===== src/hw/rtl/hce_pkg.sv =====
package hce_pkg;

  // Datapath widths
  localparam int ACC_W     = 64;  // running binomial value and products
  localparam int FAC_W     = 18;  // multiplier operand: a factor or one group binomial
  localparam int GRP_W     = 5;   // group size, items taken, divisor
  localparam int DRAW_W    = 6;   // draw size and binomial totals
  localparam int WAYS_W    = 53;
  localparam int TOTAL_W   = 57;
  localparam int ADDR_W    = 4;
  localparam int DATA_W    = 32;
  localparam int DIV_STEPS = ACC_W / 2;  // radix-4: two quotient bits per cycle

  // Register map, in units of 32-bit words
  typedef logic [1:0] reg_idx_t;
  localparam reg_idx_t REG_FIRST  = 2'd0;
  localparam reg_idx_t REG_SECOND = 2'd1;
  localparam reg_idx_t REG_THIRD  = 2'd2;
  localparam reg_idx_t REG_DRAW   = 2'd3;

  typedef enum logic {
    MD_MUL,
    MD_DIV
  } md_op_t;

  typedef struct packed {
    logic              start;
    md_op_t            op;
    logic [ACC_W-1:0]  a;
    logic [FAC_W-1:0]  b;
  } md_req_t;

  typedef struct packed {
    logic              done;
    logic [ACC_W-1:0]  result;
  } md_rsp_t;

  typedef struct packed {
    logic [GRP_W-1:0]  first;
    logic [GRP_W-1:0]  second;
    logic [GRP_W-1:0]  third;
    logic [DRAW_W-1:0] draw;
  } grp_cfg_t;

endpackage


===== src/hw/rtl/hypergeometric_count_engine.sv =====
// Each multiply-then-divide step of a binomial is a shift-add multiply over the factor bits
// and then a radix-4 divide in the shared unit; one transfer takes up to 60 such steps plus
// two product multiplies.
// Throughput: one item at a time; busy stays high until the result strobe, and the
// receiver cannot stall. Reset (rst_n low, synchronous) clears all group/draw registers to 0.
module hypergeometric_count_engine import hce_pkg::*; #(
  parameter int MAX_GROUP = 20
) (
  input  logic                clk,
  input  logic                rst_n,
  // command channel
  input  logic                start,
  output logic                busy,
  input  logic [GRP_W-1:0]    in_first_taken,
  input  logic [GRP_W-1:0]    in_second_taken,
  // result channel, one-cycle strobe
  output logic                out_valid,
  output logic [WAYS_W-1:0]   out_ways_count,
  output logic [TOTAL_W-1:0]  out_total_ways,
  // configuration port
  input  logic                psel,
  input  logic                penable,
  input  logic                pwrite,
  input  logic [ADDR_W-1:0]   paddr,
  input  logic [DATA_W-1:0]   pwdata,
  output logic [DATA_W-1:0]   prdata,
  output logic                pready
);

  localparam logic [GRP_W-1:0] SAT_LIM = GRP_W'(MAX_GROUP);

  logic [GRP_W-1:0]   first_r;
  logic [GRP_W-1:0]   second_r;
  logic [GRP_W-1:0]   third_r;
  logic [DRAW_W-1:0]  draw_r;

  reg_idx_t           reg_idx;
  logic               cfg_wr;
  logic               go;
  grp_cfg_t           grp_cfg;
  md_req_t            md_req;
  md_rsp_t            md_rsp;

  // Word-aligned register select; the low address bits do not matter
  assign reg_idx = paddr[ADDR_W-1:2];
  assign cfg_wr  = psel && penable && pwrite && pready;
  assign pready  = 1'b1;

  always_ff @(posedge clk) begin
    if (!rst_n) begin
      first_r  <= '0;
      second_r <= '0;
      third_r  <= '0;
      draw_r   <= '0;
    end else if (cfg_wr) begin
      unique case (reg_idx)
        REG_FIRST:  first_r  <= pwdata[GRP_W-1:0];
        REG_SECOND: second_r <= pwdata[GRP_W-1:0];
        REG_THIRD:  third_r  <= pwdata[GRP_W-1:0];
        REG_DRAW:   draw_r   <= pwdata[DRAW_W-1:0];
        default: ;
      endcase
    end
  end

  // Reads return the raw register value, before saturation
  always_comb begin
    unique case (reg_idx)
      REG_FIRST:  prdata = DATA_W'(first_r);
      REG_SECOND: prdata = DATA_W'(second_r);
      REG_THIRD:  prdata = DATA_W'(third_r);
      REG_DRAW:   prdata = DATA_W'(draw_r);
      default:    prdata = '0;
    endcase
  end

  // Clamp each group size to MAX_GROUP before it reaches the datapath
  assign grp_cfg.first  = (first_r  > SAT_LIM) ? SAT_LIM : first_r;
  assign grp_cfg.second = (second_r > SAT_LIM) ? SAT_LIM : second_r;
  assign grp_cfg.third  = (third_r  > SAT_LIM) ? SAT_LIM : third_r;
  assign grp_cfg.draw   = draw_r;

  // A command transfer happens only while the sequencer is idle
  assign go = start && !busy;

  hce_ctrl u_ctrl (
    .clk       (clk),
    .rst_n     (rst_n),
    .go        (go),
    .x_in      (in_first_taken),
    .y_in      (in_second_taken),
    .cfg       (grp_cfg),
    .busy      (busy),
    .out_valid (out_valid),
    .ways      (out_ways_count),
    .total     (out_total_ways),
    .md_req    (md_req),
    .md_rsp    (md_rsp)
  );

  // Single multiply/divide unit shared by every binomial step and the final products
  hce_muldiv u_muldiv (
    .clk   (clk),
    .rst_n (rst_n),
    .req   (md_req),
    .rsp   (md_rsp)
  );

endmodule


===== src/hw/rtl/hce_muldiv.sv =====
// Shared shift-add multiplier and radix-4 restoring divider.
module hce_muldiv import hce_pkg::*; (
  input  logic    clk,
  input  logic    rst_n,
  input  md_req_t req,
  output md_rsp_t rsp
);

  localparam int CNT_W = $clog2(DIV_STEPS);

  typedef enum logic [1:0] {
    ST_IDLE,
    ST_MUL,
    ST_DIV
  } state_t;

  state_t              state_r;
  logic                done_r;
  logic [ACC_W-1:0]    work_r;
  logic [ACC_W-1:0]    aux_r;
  logic [FAC_W-1:0]    b_r;
  logic [GRP_W-1:0]    rem_r;
  logic [CNT_W-1:0]    cnt_r;

  logic [ACC_W-1:0]    addend;
  logic [ACC_W-1:0]    mul_sum;
  logic [GRP_W+1:0]    trial;
  logic [GRP_W+1:0]    d1;
  logic [GRP_W+1:0]    d2;
  logic [GRP_W+1:0]    d3;
  logic [GRP_W+1:0]    sub;
  logic [GRP_W+1:0]    rem_wide;
  logic [1:0]          qdig;

  assign addend  = b_r[0] ? aux_r : '0;
  assign mul_sum = work_r + addend;

  // One radix-4 digit: compare partial remainder against d, 2d, 3d
  always_comb begin
    d1    = {2'b00, b_r[GRP_W-1:0]};
    d2    = {1'b0, b_r[GRP_W-1:0], 1'b0};
    d3    = d1 + d2;
    trial = {rem_r, work_r[ACC_W-1 -: 2]};
    if (trial >= d3) begin
      qdig = 2'd3;
      sub  = d3;
    end else if (trial >= d2) begin
      qdig = 2'd2;
      sub  = d2;
    end else if (trial >= d1) begin
      qdig = 2'd1;
      sub  = d1;
    end else begin
      qdig = 2'd0;
      sub  = '0;
    end
    rem_wide = trial - sub;
  end

  always_ff @(posedge clk) begin
    if (!rst_n) begin
      state_r <= ST_IDLE;
      done_r  <= 1'b0;
    end else begin
      done_r <= 1'b0;
      unique case (state_r)
        ST_IDLE: begin
          if (req.start) begin
            aux_r <= req.a;
            b_r   <= req.b;
            rem_r <= '0;
            cnt_r <= '0;
            if (req.op == MD_MUL) begin
              work_r  <= '0;
              state_r <= ST_MUL;
            end else begin
              work_r  <= req.a;
              state_r <= ST_DIV;
            end
          end
        end
        ST_MUL: begin
          if (b_r == '0) begin
            done_r  <= 1'b1;
            state_r <= ST_IDLE;
          end else begin
            work_r <= mul_sum;
            aux_r  <= {aux_r[ACC_W-2:0], 1'b0};
            b_r    <= {1'b0, b_r[FAC_W-1:1]};
          end
        end
        ST_DIV: begin
          work_r <= {work_r[ACC_W-3:0], qdig};
          rem_r  <= rem_wide[GRP_W-1:0];
          cnt_r  <= cnt_r + 1'b1;
          if (cnt_r == CNT_W'(DIV_STEPS - 1)) begin
            done_r  <= 1'b1;
            state_r <= ST_IDLE;
          end
        end
        default: state_r <= ST_IDLE;
      endcase
    end
  end

  assign rsp.done   = done_r;
  assign rsp.result = work_r;

endmodule


===== src/hw/rtl/hce_ctrl.sv =====
// Sequencer: up to four binomials in the shared unit, and the ways product.
module hce_ctrl import hce_pkg::*; (
  input  logic                clk,
  input  logic                rst_n,
  input  logic                go,
  input  logic [GRP_W-1:0]    x_in,
  input  logic [GRP_W-1:0]    y_in,
  input  grp_cfg_t            cfg,
  output logic                busy,
  output logic                out_valid,
  output logic [WAYS_W-1:0]   ways,
  output logic [TOTAL_W-1:0]  total,
  output md_req_t             md_req,
  input  md_rsp_t             md_rsp
);

  typedef enum logic [3:0] {
    S_IDLE,
    S_SETUP,
    S_MUL,
    S_MUL_WAIT,
    S_DIV,
    S_DIV_WAIT,
    S_END,
    S_PROD,
    S_PROD_WAIT
  } state_t;

  typedef enum logic [1:0] {
    JOB_TOTAL,
    JOB_FIRST,
    JOB_SECOND,
    JOB_THIRD
  } job_t;

  state_t              state_r;
  job_t                job_r;
  logic                valid_r;
  logic [GRP_W-1:0]    x_r;
  logic [GRP_W-1:0]    y_r;
  logic [DRAW_W-1:0]   tot_r;
  logic [GRP_W-1:0]    k_r;
  logic [GRP_W-1:0]    i_r;
  logic [ACC_W-1:0]    acc_r;
  logic [ACC_W-1:0]    prod_r;
  logic [TOTAL_W-1:0]  total_r;

  logic [DRAW_W:0]     grp_sum;
  logic [DRAW_W-1:0]   take_sum;
  logic [DRAW_W-1:0]   rest;
  logic                fits;
  logic [DRAW_W-1:0]   setup_tot;
  logic [DRAW_W-1:0]   setup_pick;
  logic [DRAW_W-1:0]   comp;
  logic [DRAW_W-1:0]   short_pick;
  logic [GRP_W-1:0]    i_inc;
  logic [DRAW_W-1:0]   factor;

  assign grp_sum  = {2'b00, cfg.first} + {2'b00, cfg.second} + {2'b00, cfg.third};
  assign take_sum = {1'b0, x_r} + {1'b0, y_r};
  assign rest     = cfg.draw - take_sum;
  assign fits     = (take_sum <= cfg.draw) && (rest <= {1'b0, cfg.third});
  assign i_inc    = i_r + 1'b1;
  assign factor   = tot_r - {1'b0, i_r};

  always_comb begin
    unique case (job_r)
      JOB_TOTAL: begin
        setup_tot  = grp_sum[DRAW_W-1:0];
        setup_pick = cfg.draw;
      end
      JOB_FIRST: begin
        setup_tot  = {1'b0, cfg.first};
        setup_pick = {1'b0, x_r};
      end
      JOB_SECOND: begin
        setup_tot  = {1'b0, cfg.second};
        setup_pick = {1'b0, y_r};
      end
      default: begin
        setup_tot  = {1'b0, cfg.third};
        setup_pick = rest;
      end
    endcase
    comp       = setup_tot - setup_pick;
    short_pick = (setup_pick > comp) ? comp : setup_pick;
  end

  // Request to the shared unit, decoded from state
  always_comb begin
    md_req.start = (state_r == S_MUL) || (state_r == S_DIV) || (state_r == S_PROD);
    md_req.op    = (state_r == S_DIV) ? MD_DIV : MD_MUL;
    md_req.a     = (state_r == S_PROD) ? prod_r : acc_r;
    unique case (state_r)
      S_DIV:   md_req.b = FAC_W'(i_inc);
      S_PROD:  md_req.b = acc_r[FAC_W-1:0];
      default: md_req.b = FAC_W'(factor);
    endcase
  end

  always_ff @(posedge clk) begin
    if (!rst_n) begin
      state_r <= S_IDLE;
      valid_r <= 1'b0;
      job_r   <= JOB_TOTAL;
    end else begin
      valid_r <= 1'b0;
      unique case (state_r)
        S_IDLE: begin
          if (go) begin
            x_r     <= x_in;
            y_r     <= y_in;
            job_r   <= JOB_TOTAL;
            state_r <= S_SETUP;
          end
        end
        S_SETUP: begin
          tot_r <= setup_tot;
          i_r   <= '0;
          k_r   <= short_pick[GRP_W-1:0];
          if (setup_pick > setup_tot) begin
            acc_r   <= '0;
            state_r <= S_END;
          end else begin
            acc_r   <= ACC_W'(1);
            state_r <= (short_pick == '0) ? S_END : S_MUL;
          end
        end
        S_MUL:  state_r <= S_MUL_WAIT;
        S_MUL_WAIT: begin
          if (md_rsp.done) begin
            acc_r   <= md_rsp.result;
            state_r <= S_DIV;
          end
        end
        S_DIV:  state_r <= S_DIV_WAIT;
        S_DIV_WAIT: begin
          if (md_rsp.done) begin
            acc_r   <= md_rsp.result;
            i_r     <= i_inc;
            state_r <= (i_inc == k_r) ? S_END : S_MUL;
          end
        end
        S_END: begin
          unique case (job_r)
            JOB_TOTAL: begin
              total_r <= acc_r[TOTAL_W-1:0];
              if (fits) begin
                job_r   <= JOB_FIRST;
                state_r <= S_SETUP;
              end else begin
                prod_r  <= '0;
                valid_r <= 1'b1;
                state_r <= S_IDLE;
              end
            end
            JOB_FIRST: begin
              prod_r  <= acc_r;
              job_r   <= JOB_SECOND;
              state_r <= S_SETUP;
            end
            default: state_r <= S_PROD;
          endcase
        end
        S_PROD: state_r <= S_PROD_WAIT;
        S_PROD_WAIT: begin
          if (md_rsp.done) begin
            prod_r <= md_rsp.result;
            if (job_r == JOB_SECOND) begin
              job_r   <= JOB_THIRD;
              state_r <= S_SETUP;
            end else begin
              valid_r <= 1'b1;
              state_r <= S_IDLE;
            end
          end
        end
        default: state_r <= S_IDLE;
      endcase
    end
  end

  assign busy      = (state_r != S_IDLE);
  assign out_valid = valid_r;
  assign ways      = prod_r[WAYS_W-1:0];
  assign total     = total_r;

endmodule

===== config.mk =====
export PLATFORM = sky130hd
export DESIGN_NAME = hypergeometric_count_engine
export DESIGN_NICKNAME = d
export VERILOG_FILES = /design/src/hw/rtl/hce_pkg.sv /design/src/hw/rtl/hypergeometric_count_engine.sv /design/src/hw/rtl/hce_muldiv.sv /design/src/hw/rtl/hce_ctrl.sv
export SDC_FILE = /design/constraint.sdc
export NUM_CORES = 1
export LEC_CHECK = 0
export BUFFER_PORTS_ARGS = -buffer_cell sky130_fd_sc_hd__buf_2
export CAP_MARGIN = 20
export CORE_MARGIN = 2
export CORE_UTILIZATION = 55
export DETAILED_ROUTE_END_ITERATION = 16
export MAX_ROUTING_LAYER = met4
export PLACE_DENSITY = 0.77
export SKIP_LAST_GASP = 1
export SLEW_MARGIN = 20
export SYNTH_ARGS = -nofsm -noshare
export SYNTH_HDL_FRONTEND = slang
export SYNTH_SLANG_ARGS = --single-unit

===== constraint.sdc =====
create_clock -name clk -period 7.6 [get_ports clk]
set_input_delay 0 -clock clk [delete_from_list [all_inputs] [get_ports clk]]
set_output_delay 0 -clock clk [all_outputs]
set_load 0.005 [all_outputs]

=== After elaboration in Yosys (flattened, before gate mapping) ===
Cells that the tools add are included.

* Register bits after elaboration: 398
* Input bits: 52
* Output and inout port bits: 145
* Logic and storage cells: 179

* $add $sub $neg: 11
* Order comparisons: 10
* Eq/ne operators: 30
* Multiplexer cells: 68
* Reductions and logical operators: 38

{| class="wikitable"
|+ Operators with widths
! kind !! number
|-
| $mux W64 || 9
|-
| $pmux W64 S2 || 4
|-
| $pmux W64 S3 || 1
|-
| $pmux W32 S4 || 1
|-
| $pmux W18 S2 || 2
|-
| $add A64 B64 Y64 || 1
|-
| $mux W5 || 8
|-
| $mux W18 || 2
|-
| $pmux W4 S9 || 1
|-
| $pmux W6 S3 || 2
|-
| $pmux W5 S2 || 3
|-
| $mux W2 || 10
|-
| $mux W4 || 5
|-
| $logic_not A18 Y1 || 1
|-
| $reduce_and A3 Y1 || 6
|-
| $eq A4 B3 Y1 const B || 4
|-
| $gt A5 B5 Y1 const B || 3
|-
| $ne A2 B1 Y1 const B || 7
|-
| $add A5 B5 Y6 || 2
|-
| $gt A6 B6 Y1 || 2
|-
| $pmux W2 S3 || 2
|-
| $reduce_and A4 Y1 || 3
|-
| $sub A6 B6 Y6 || 2
|-
| $mux W1 || 11
|-
| other kinds (39) || 65
|}

=== Longest topological paths before layout ===
* Word-level depth: 12
* Mapped depth: 25
* Depth with buffers taken out: 25

=== Cells and area by module ===
From an unflattened synthesis, not the netlist that was laid out.

* Cells, all modules: 2497
* Area total of the unflattened synthesis: 25055.3 um^2

{| class="wikitable"
|+ Modules (own cells, without submodules)
! module !! instances !! cells each !! area each (um^2) !! seq. area each (um^2)
|-
| hce_muldiv || 1 || 1245 || 12276.8 || 4744.6
|-
| hce_ctrl || 1 || 1117 || 11511.0 || 6476.2
|-
| hypergeometric_count_engine || 1 || 135 || 1267.5 || 420.4
|}

=== Worst setup path after synthesis ===
OpenSTA, ideal clock, no wires.

* Path type: flip-flop to flip-flop
* Start point: register u_ctrl.y_r[0]
* End point: register u_ctrl.prod_r[0] (enable)
* Library setup time: 0.589 ns
* Arrival time: 7.594 ns
* Required time: 7.011 ns
* Setup slack: -0.584 ns
* Cell stages (with the launch flop): 14
* Path buffers: 0
* Period minus slack after synthesis: 8.184 ns
* Cells stage by stage: edfxtp_1 -> ha_1 -> fa_1 -> inv_1 -> ha_1 -> nor2b_1 -> o21ai_0 -> a21oi_1 -> o21ai_0 -> mux2_2 -> a22o_1 -> o221ai_1 -> o31ai_1 -> a221oi_1

* Longest elaborated chain between the ends: 6
* Elaborated cells between the ends (all ways): 7
* Classes of those cells: add/sub (2); order compare (2); eq/ne (1); reduce/logical (2)

{| class="wikitable"
|+ Ends and longest elaborated chain
! item !! line !! text
|-
| start, declared || hce_ctrl.sv:40 || <nowiki>logic [GRP_W-1:0] y_r;</nowiki>
|-
| start signal, assigned || hce_ctrl.sv:112 || <nowiki>y_r <= y_in;</nowiki>
|-
| $add A5 B5 Y6 (*) || hce_ctrl.sv:60 || <nowiki>assign take_sum = {1'b0, x_r} + {1'b0, y_r};</nowiki>
|-
| $sub A6 B6 Y6 || hce_ctrl.sv:61 || <nowiki>assign rest = cfg.draw - take_sum;</nowiki>
|-
| $le A6 B5 Y1 || hce_ctrl.sv:62 || <nowiki>assign fits = (take_sum <= cfg.draw) && (rest <= {1'b0, cfg.third});</nowiki>
|-
| $logic_and A1 B1 Y1 (*) || hce_ctrl.sv:62 ||
|-
| $ne A3 B3 Y1 (no line) (*) || -- ||
|-
| $reduce_and A5 Y1 (no line) (*) || -- ||
|-
| end signal, assigned || hce_ctrl.sv:158 || <nowiki>prod_r <= acc_r;</nowiki>
|-
| end signal, assigned || hce_ctrl.sv:168 || <nowiki>prod_r <= md_rsp.result;</nowiki>
|-
| end, declared || hce_ctrl.sv:45 || <nowiki>logic [ACC_W-1:0] prod_r;</nowiki>
|}

Mark *: on every way between the ends. The rest lies on a longest branch, timed or not.
A chain may end at the register's enable or synchronous reset.

=== Worst setup path in the final report ===
* Start point: register third_r[3]
* End point: register u_ctrl.state_r[2]

* Longest elaborated chain between the ends: 11
* Elaborated cells between the ends (all ways): 12
* Classes of those cells: add/sub (2); order compare (3); mux (6); reduce/logical (1)

{| class="wikitable"
|+ Ends and longest elaborated chain
! item !! line !! text
|-
| start, declared || hypergeometric_count_engine.sv:34 || <nowiki>logic [GRP_W-1:0] third_r;</nowiki>
|-
| start signal, assigned || hypergeometric_count_engine.sv:59 || <nowiki>REG_THIRD: third_r <= pwdata[GRP_W-1:0];</nowiki>
|-
| $gt A5 B5 Y1 (*) || hypergeometric_count_engine.sv:80 || <nowiki>assign grp_cfg.third = (third_r > SAT_LIM) ? SAT_LIM : third_r;</nowiki>
|-
| $mux W5 (*) || hypergeometric_count_engine.sv:80 ||
|-
| $add A6 B5 Y6 || hce_ctrl.sv:59 || <nowiki>assign grp_sum = {2'b00, cfg.first} + {2'b00, cfg.second} + {2'b00, cfg.third};</nowiki>
|-
| $pmux W6 S3 (*) || hce_ctrl.sv:67 || <nowiki>unique case (job_r)</nowiki>
|-
| net u_ctrl.setup_tot[2] || hce_ctrl.sv:52 || <nowiki>logic [DRAW_W-1:0] setup_tot;</nowiki>
|-
| $sub A6 B6 Y6 || hce_ctrl.sv:85 || <nowiki>comp = setup_tot - setup_pick;</nowiki>
|-
| $gt A6 B6 Y1 || hce_ctrl.sv:86 || <nowiki>short_pick = (setup_pick > comp) ? comp : setup_pick;</nowiki>
|-
| $mux W6 || hce_ctrl.sv:86 ||
|-
| $logic_not A6 Y1 || hce_ctrl.sv:126 || <nowiki>state_r <= (short_pick == '0) ? S_END : S_MUL;</nowiki>
|-
| $mux W3 || hce_ctrl.sv:126 ||
|-
| $mux W4 (*) || hce_ctrl.sv:121 || <nowiki>if (setup_pick > setup_tot) begin</nowiki>
|-
| $pmux W4 S9 (*) || hce_ctrl.sv:108 || <nowiki>unique case (state_r)</nowiki>
|-
| end signal, assigned || hce_ctrl.sv:126 ||
|-
| end signal, assigned || hce_ctrl.sv:141 || <nowiki>state_r <= (i_inc == k_r) ? S_END : S_MUL;</nowiki>
|-
| end, declared || hce_ctrl.sv:36 || <nowiki>state_t state_r;</nowiki>
|}

Mark *: on every way through the listed nets, which the timed path passes. The rest lies on a longest branch.

==> results.py <==
metrics = {
    "run_status": {
        "status": "completed",
    },
    "route": {
        "ant_nets": 0,
        "wl_per_cell_um": 19.5,
        "vias": 17975,
        "drc": 0,
        "viasPerCell": 5.91,
        "drtIter0Drc": 1757,
        "firstDrtPassIters": 5,
        "drt-total-wl_um": 59400,
    },
    "clocking": {
        "cts_tree": "done",
        "path_clk_slew_ns": 0.06,
        "postCtsSetupRepairBufs": 0,
        "clockRootBuffer": "clkbuf_16",
        "clk_path_buf_depth": 3,
        "h-tree-depth": 2,
        "cts_sinks": 398,
        "clock_latency_ns": 0.59,
        "cts_buffers": 43,
    },
    "sta": {
        "period_needed_ns": 5.41,
        "skew_ns": 0.0322,
        "rsz0062_at_grt": "no",
        "setup_viol": 0,
        "fmax_mhz": 185,
        "hold_viol": 0,
        "slew_viol_final": 0,
        "tightest_slew_ns": 1.06,
        "hold-worst-slack_ns": 0.0608,
        "maxSlewHeadroom_pct": 29.5,
        "timing.final.crit_share_pct": 71.2,
        "setup_tns_ns": 0,
    },
    "placed_design": {
        "place_congestion": 0.918,
        "dp_hpwl_um": 39500,
        "portBuffers": 141,
    },
    "floorplan": {
        "die_h_um": 214,
        "die_area_mm2": 0.0460,
        "boundaryPins": 197,
        "start_util_pct": 55.4,
        "dieWidth_um": 214,
        "fp.coreArea_mm2": 0.0439,
        "row_count": 77,
    },
    "global_routing": {
        "grt_max_degree": 92,
        "antenna_found_initial": 0,
        "grt_pass1_vias": 18062,
        "grt_overflow": 0,
        "gr-usage-all-layers_pct": 26.4,
        "grt_pass1_wl_um": 95100,
    },
    "power": {
        "switchingPower_mw": 3.95,
        "power_mw": 9.98,
        "max-vdd-ir-drop_uv": 198,
        "seq_power_share_pct": 34.3,
        "power_density_mw_per_mm2": 374,
        "leakage_nw": 10.6,
        "intPower_mw": 6.03,
        "p_clk_share_pct": 22.2,
        "swShare_pct": 39.6,
        "comb_power_share_pct": 43.5,
    },
    "synth": {
        "ys_seq_area_share_pct": 47.8,
        "yosysMostFrequentCell": "edfxtp_1",
        "yosys_warnings": 0,
        "synth.cell_area_mm2": 0.0243,
        "syn-mean-instance-area_um2": 10.3,
        "synth_ff_type": "edfxtp_1",
        "syn_inst": 2368,
        "yosys.area.top_type_share_pct": 45.3,
        "ys_async_sr_fraction_pct": 0,
        "synth-seq-cells": 398,
        "synth_edf_count": 367,
        "synth_largest_area_cell": "edfxtp_1",
        "synthDistinctLibCells": 82,
        "synth_common_cells": "367 x edfxtp_1, 327 x nand2_1, 163 x nor2_1",
        "synthTopCellsByArea": "edfxtp_1 45%, ha_1 6.9%, mux2i_1 5.9%, nand2_1 5.0%, dfxtp_1 2.5%",
    },
    "hold_path": {
        "hold_class": "in2reg",
        "worstHoldPathCells": 5,
    },
    "layout": {
        "nNetsFinal": 2614,
        "final_layout_size_suffix_gt1_share_pct": 11.5,
        "antenna_cells": 0,
        "area_delta_synth_final_pct": 9.69,
    },
    "critical_path": {
        "crit_fanout": 9,
        "crit_arrival_ns": 5.86,
        "cp_top_family": "adder cells",
        "worstPathRequired_ns": 8.05,
        "critPathMostFrequentCell": "inv_1",
        "startpoint_type": "flip-flop",
        "path_class": "reg2reg",
        "rr_worst_depth": 23,
        "end_kind": "flip-flop",
        "slowest_delay_ns": 0.56,
        "worst-path-buf-inv": 4,
        "path_cells": "o21ai_0, nand2_1, fa_1, inv_1, ha_1, inv_1, fa_1, mux4_2, inv_1, ha_1, a21o_1, a21o_1, a21oi_1, xor2_1, ha_1, nand4_1, o21bai_1, o32ai_2, inv_1, nand3_1, o21ai_0, a31oi_1, o21ai_0",
        "cp_num_cells": 23,
        "crit_slowest_cell": "fa_1",
    },
    "job": {
        "maxCapViolations": 0,
    },
}
-- placed cells by master (no fill, tap or decap), types with 9 or more instances in the layout --
master / n
edfxtp_1: 367
nand2_1: 325
nor2_1: 161
mux2i_1: 144
inv_1: 143
buf_2: 141
ha_1: 133
a21oi_1: 123
o21ai_0: 97
nand3_1: 85
and2_1: 82
xnor2_1: 58
a21o_1: 51
clkbuf_16: 44
o221ai_1: 38
xor2_1: 36
dfxtp_1: 31
nand4_1: 27
conb_1: 27
a22o_1: 23
o21bai_1: 19
nor2b_1: 19
dlygate4sd3_1: 18
buf_4: 17
nor3_1: 15
a31oi_1: 15
mux4_2: 12
nand2b_1: 12
fa_1: 12
and3_1: 10
o21a_1: 9
-- worst register-to-register path: stages (launching register included) --
cell and delay [ns]:
dfxtp_1 0.37, o21ai_0 0.34, nand2_1 0.17, fa_1 0.56
inv_1 0.04, ha_1 0.20, inv_1 0.07, fa_1 0.40
mux4_2 0.46, inv_1 0.09, ha_1 0.26, a21o_1 0.20
a21o_1 0.19, a21oi_1 0.16, xor2_1 0.31, ha_1 0.30
nand4_1 0.13, o21bai_1 0.10, o32ai_2 0.33, inv_1 0.17
nand3_1 0.12, o21ai_0 0.08, a31oi_1 0.15, o21ai_0 0.08
-- timing repair --
item                                   in CTS  in global routing
hold buffers                               18                  0
endpoints found under the hold margin      45                  0
resized for setup                           0                  0
-- metal layers --
layer / vias to the layer above / track usage (%) / wire (um)
met5: - / - / 0
met4: 0 / 9.17 / 1390
met2: 671 / 43.0 / 28700
met1: 8736 / 34.0 / 25100
li1: 8469 / - / -
met3: 99 / 3.76 / 4180
-- layout make-up --
cell class,instances,area [um^2]
Timing Repair Buffer,179,1080
Multi-Input combinational cell,1649,11200
Fill cell,3587,17200
Inverter,145,544
Clock buffer,51,1140
Tap cell,592,741
Sequential cell,398,11600
Clock inverter,29,349
-- sequential cells by signal (all words and copies together), names as in the netlist, 2 cells and up --
signal	flops
u_ctrl.acc_r	64
u_ctrl.prod_r	64
u_muldiv.aux_r	64
u_muldiv.work_r	64
u_ctrl.total	57
u_muldiv.b_r	18
draw_r	6
u_ctrl.tot_r	6
first_r	5
second_r	5
third_r	5
u_ctrl.i_r	5
u_ctrl.k_r	5
u_ctrl.x_r	5
u_ctrl.y_r	5
u_muldiv.cnt_r	5
u_muldiv.rem_r	5
u_ctrl.state_r	4
u_ctrl.job_r	2
u_muldiv.state_r	2
-- power by group through the flow --
stage / clock network (mW) / logic (mW) / registers, mW
2_1_floorplan: 0 / 3.30 / 3.34
3_3_place_gp: 0 / 4.13 / 3.44
3_5_place_dp: 0 / 4.26 / 3.46
4_1_cts: 2.23 / 4.30 / 3.42
5_1_grt: 2.30 / 4.81 / 3.48
6_report: 2.21 / 4.34 / 3.43
-- stage by stage --
step / area, um^2 / cells / worst slack (ns) / utilization, %
after floorplan: 24400 / 2393 / 1.61 / -
after global placement: 25000 / 2943 / 2.34 / 56.8
after detailed placement: 25000 / 2945 / 2.23 / 57.0
after CTS: 26700 / 3043 / 2.21 / 60.8
after global routing: 26700 / 3043 / 1.76 / 60.8
final: 26700 / 3043 / 2.19 / 60.8
-- cells by family after synthesis --
logic type | share of synthesized area, %
multiplexers | 7.40
other | 0.0309
flip-flops | 47.8
AO/OA/AOI/OAI | 12.3
AND/OR/NAND/NOR | 14.4
adder cells (fa/ha/maj) | 7.92
XOR/XNOR | 3.38
buffers and inverters | 6.83
-- final timing paths --
path / end / from / slack [ns]
setup / recovery: u_ctrl.state_r[2]$_SDFFE_PN0P_ / third_r[3]$_SDFFE_PN0P_ / 2.19
hold / removal: draw_r[1]$_SDFFE_PN0P_ / paddr[3] / 0.06
setup reg to reg: u_ctrl.state_r[2]$_SDFFE_PN0P_ / third_r[3]$_SDFFE_PN0P_ / 2.19
hold reg to reg: u_ctrl.total[22]$_DFFE_PP_ / u_ctrl.acc_r[22]$_SDFFCE_PN0P_ / 0.47
(Power assumes the default switching activity.)
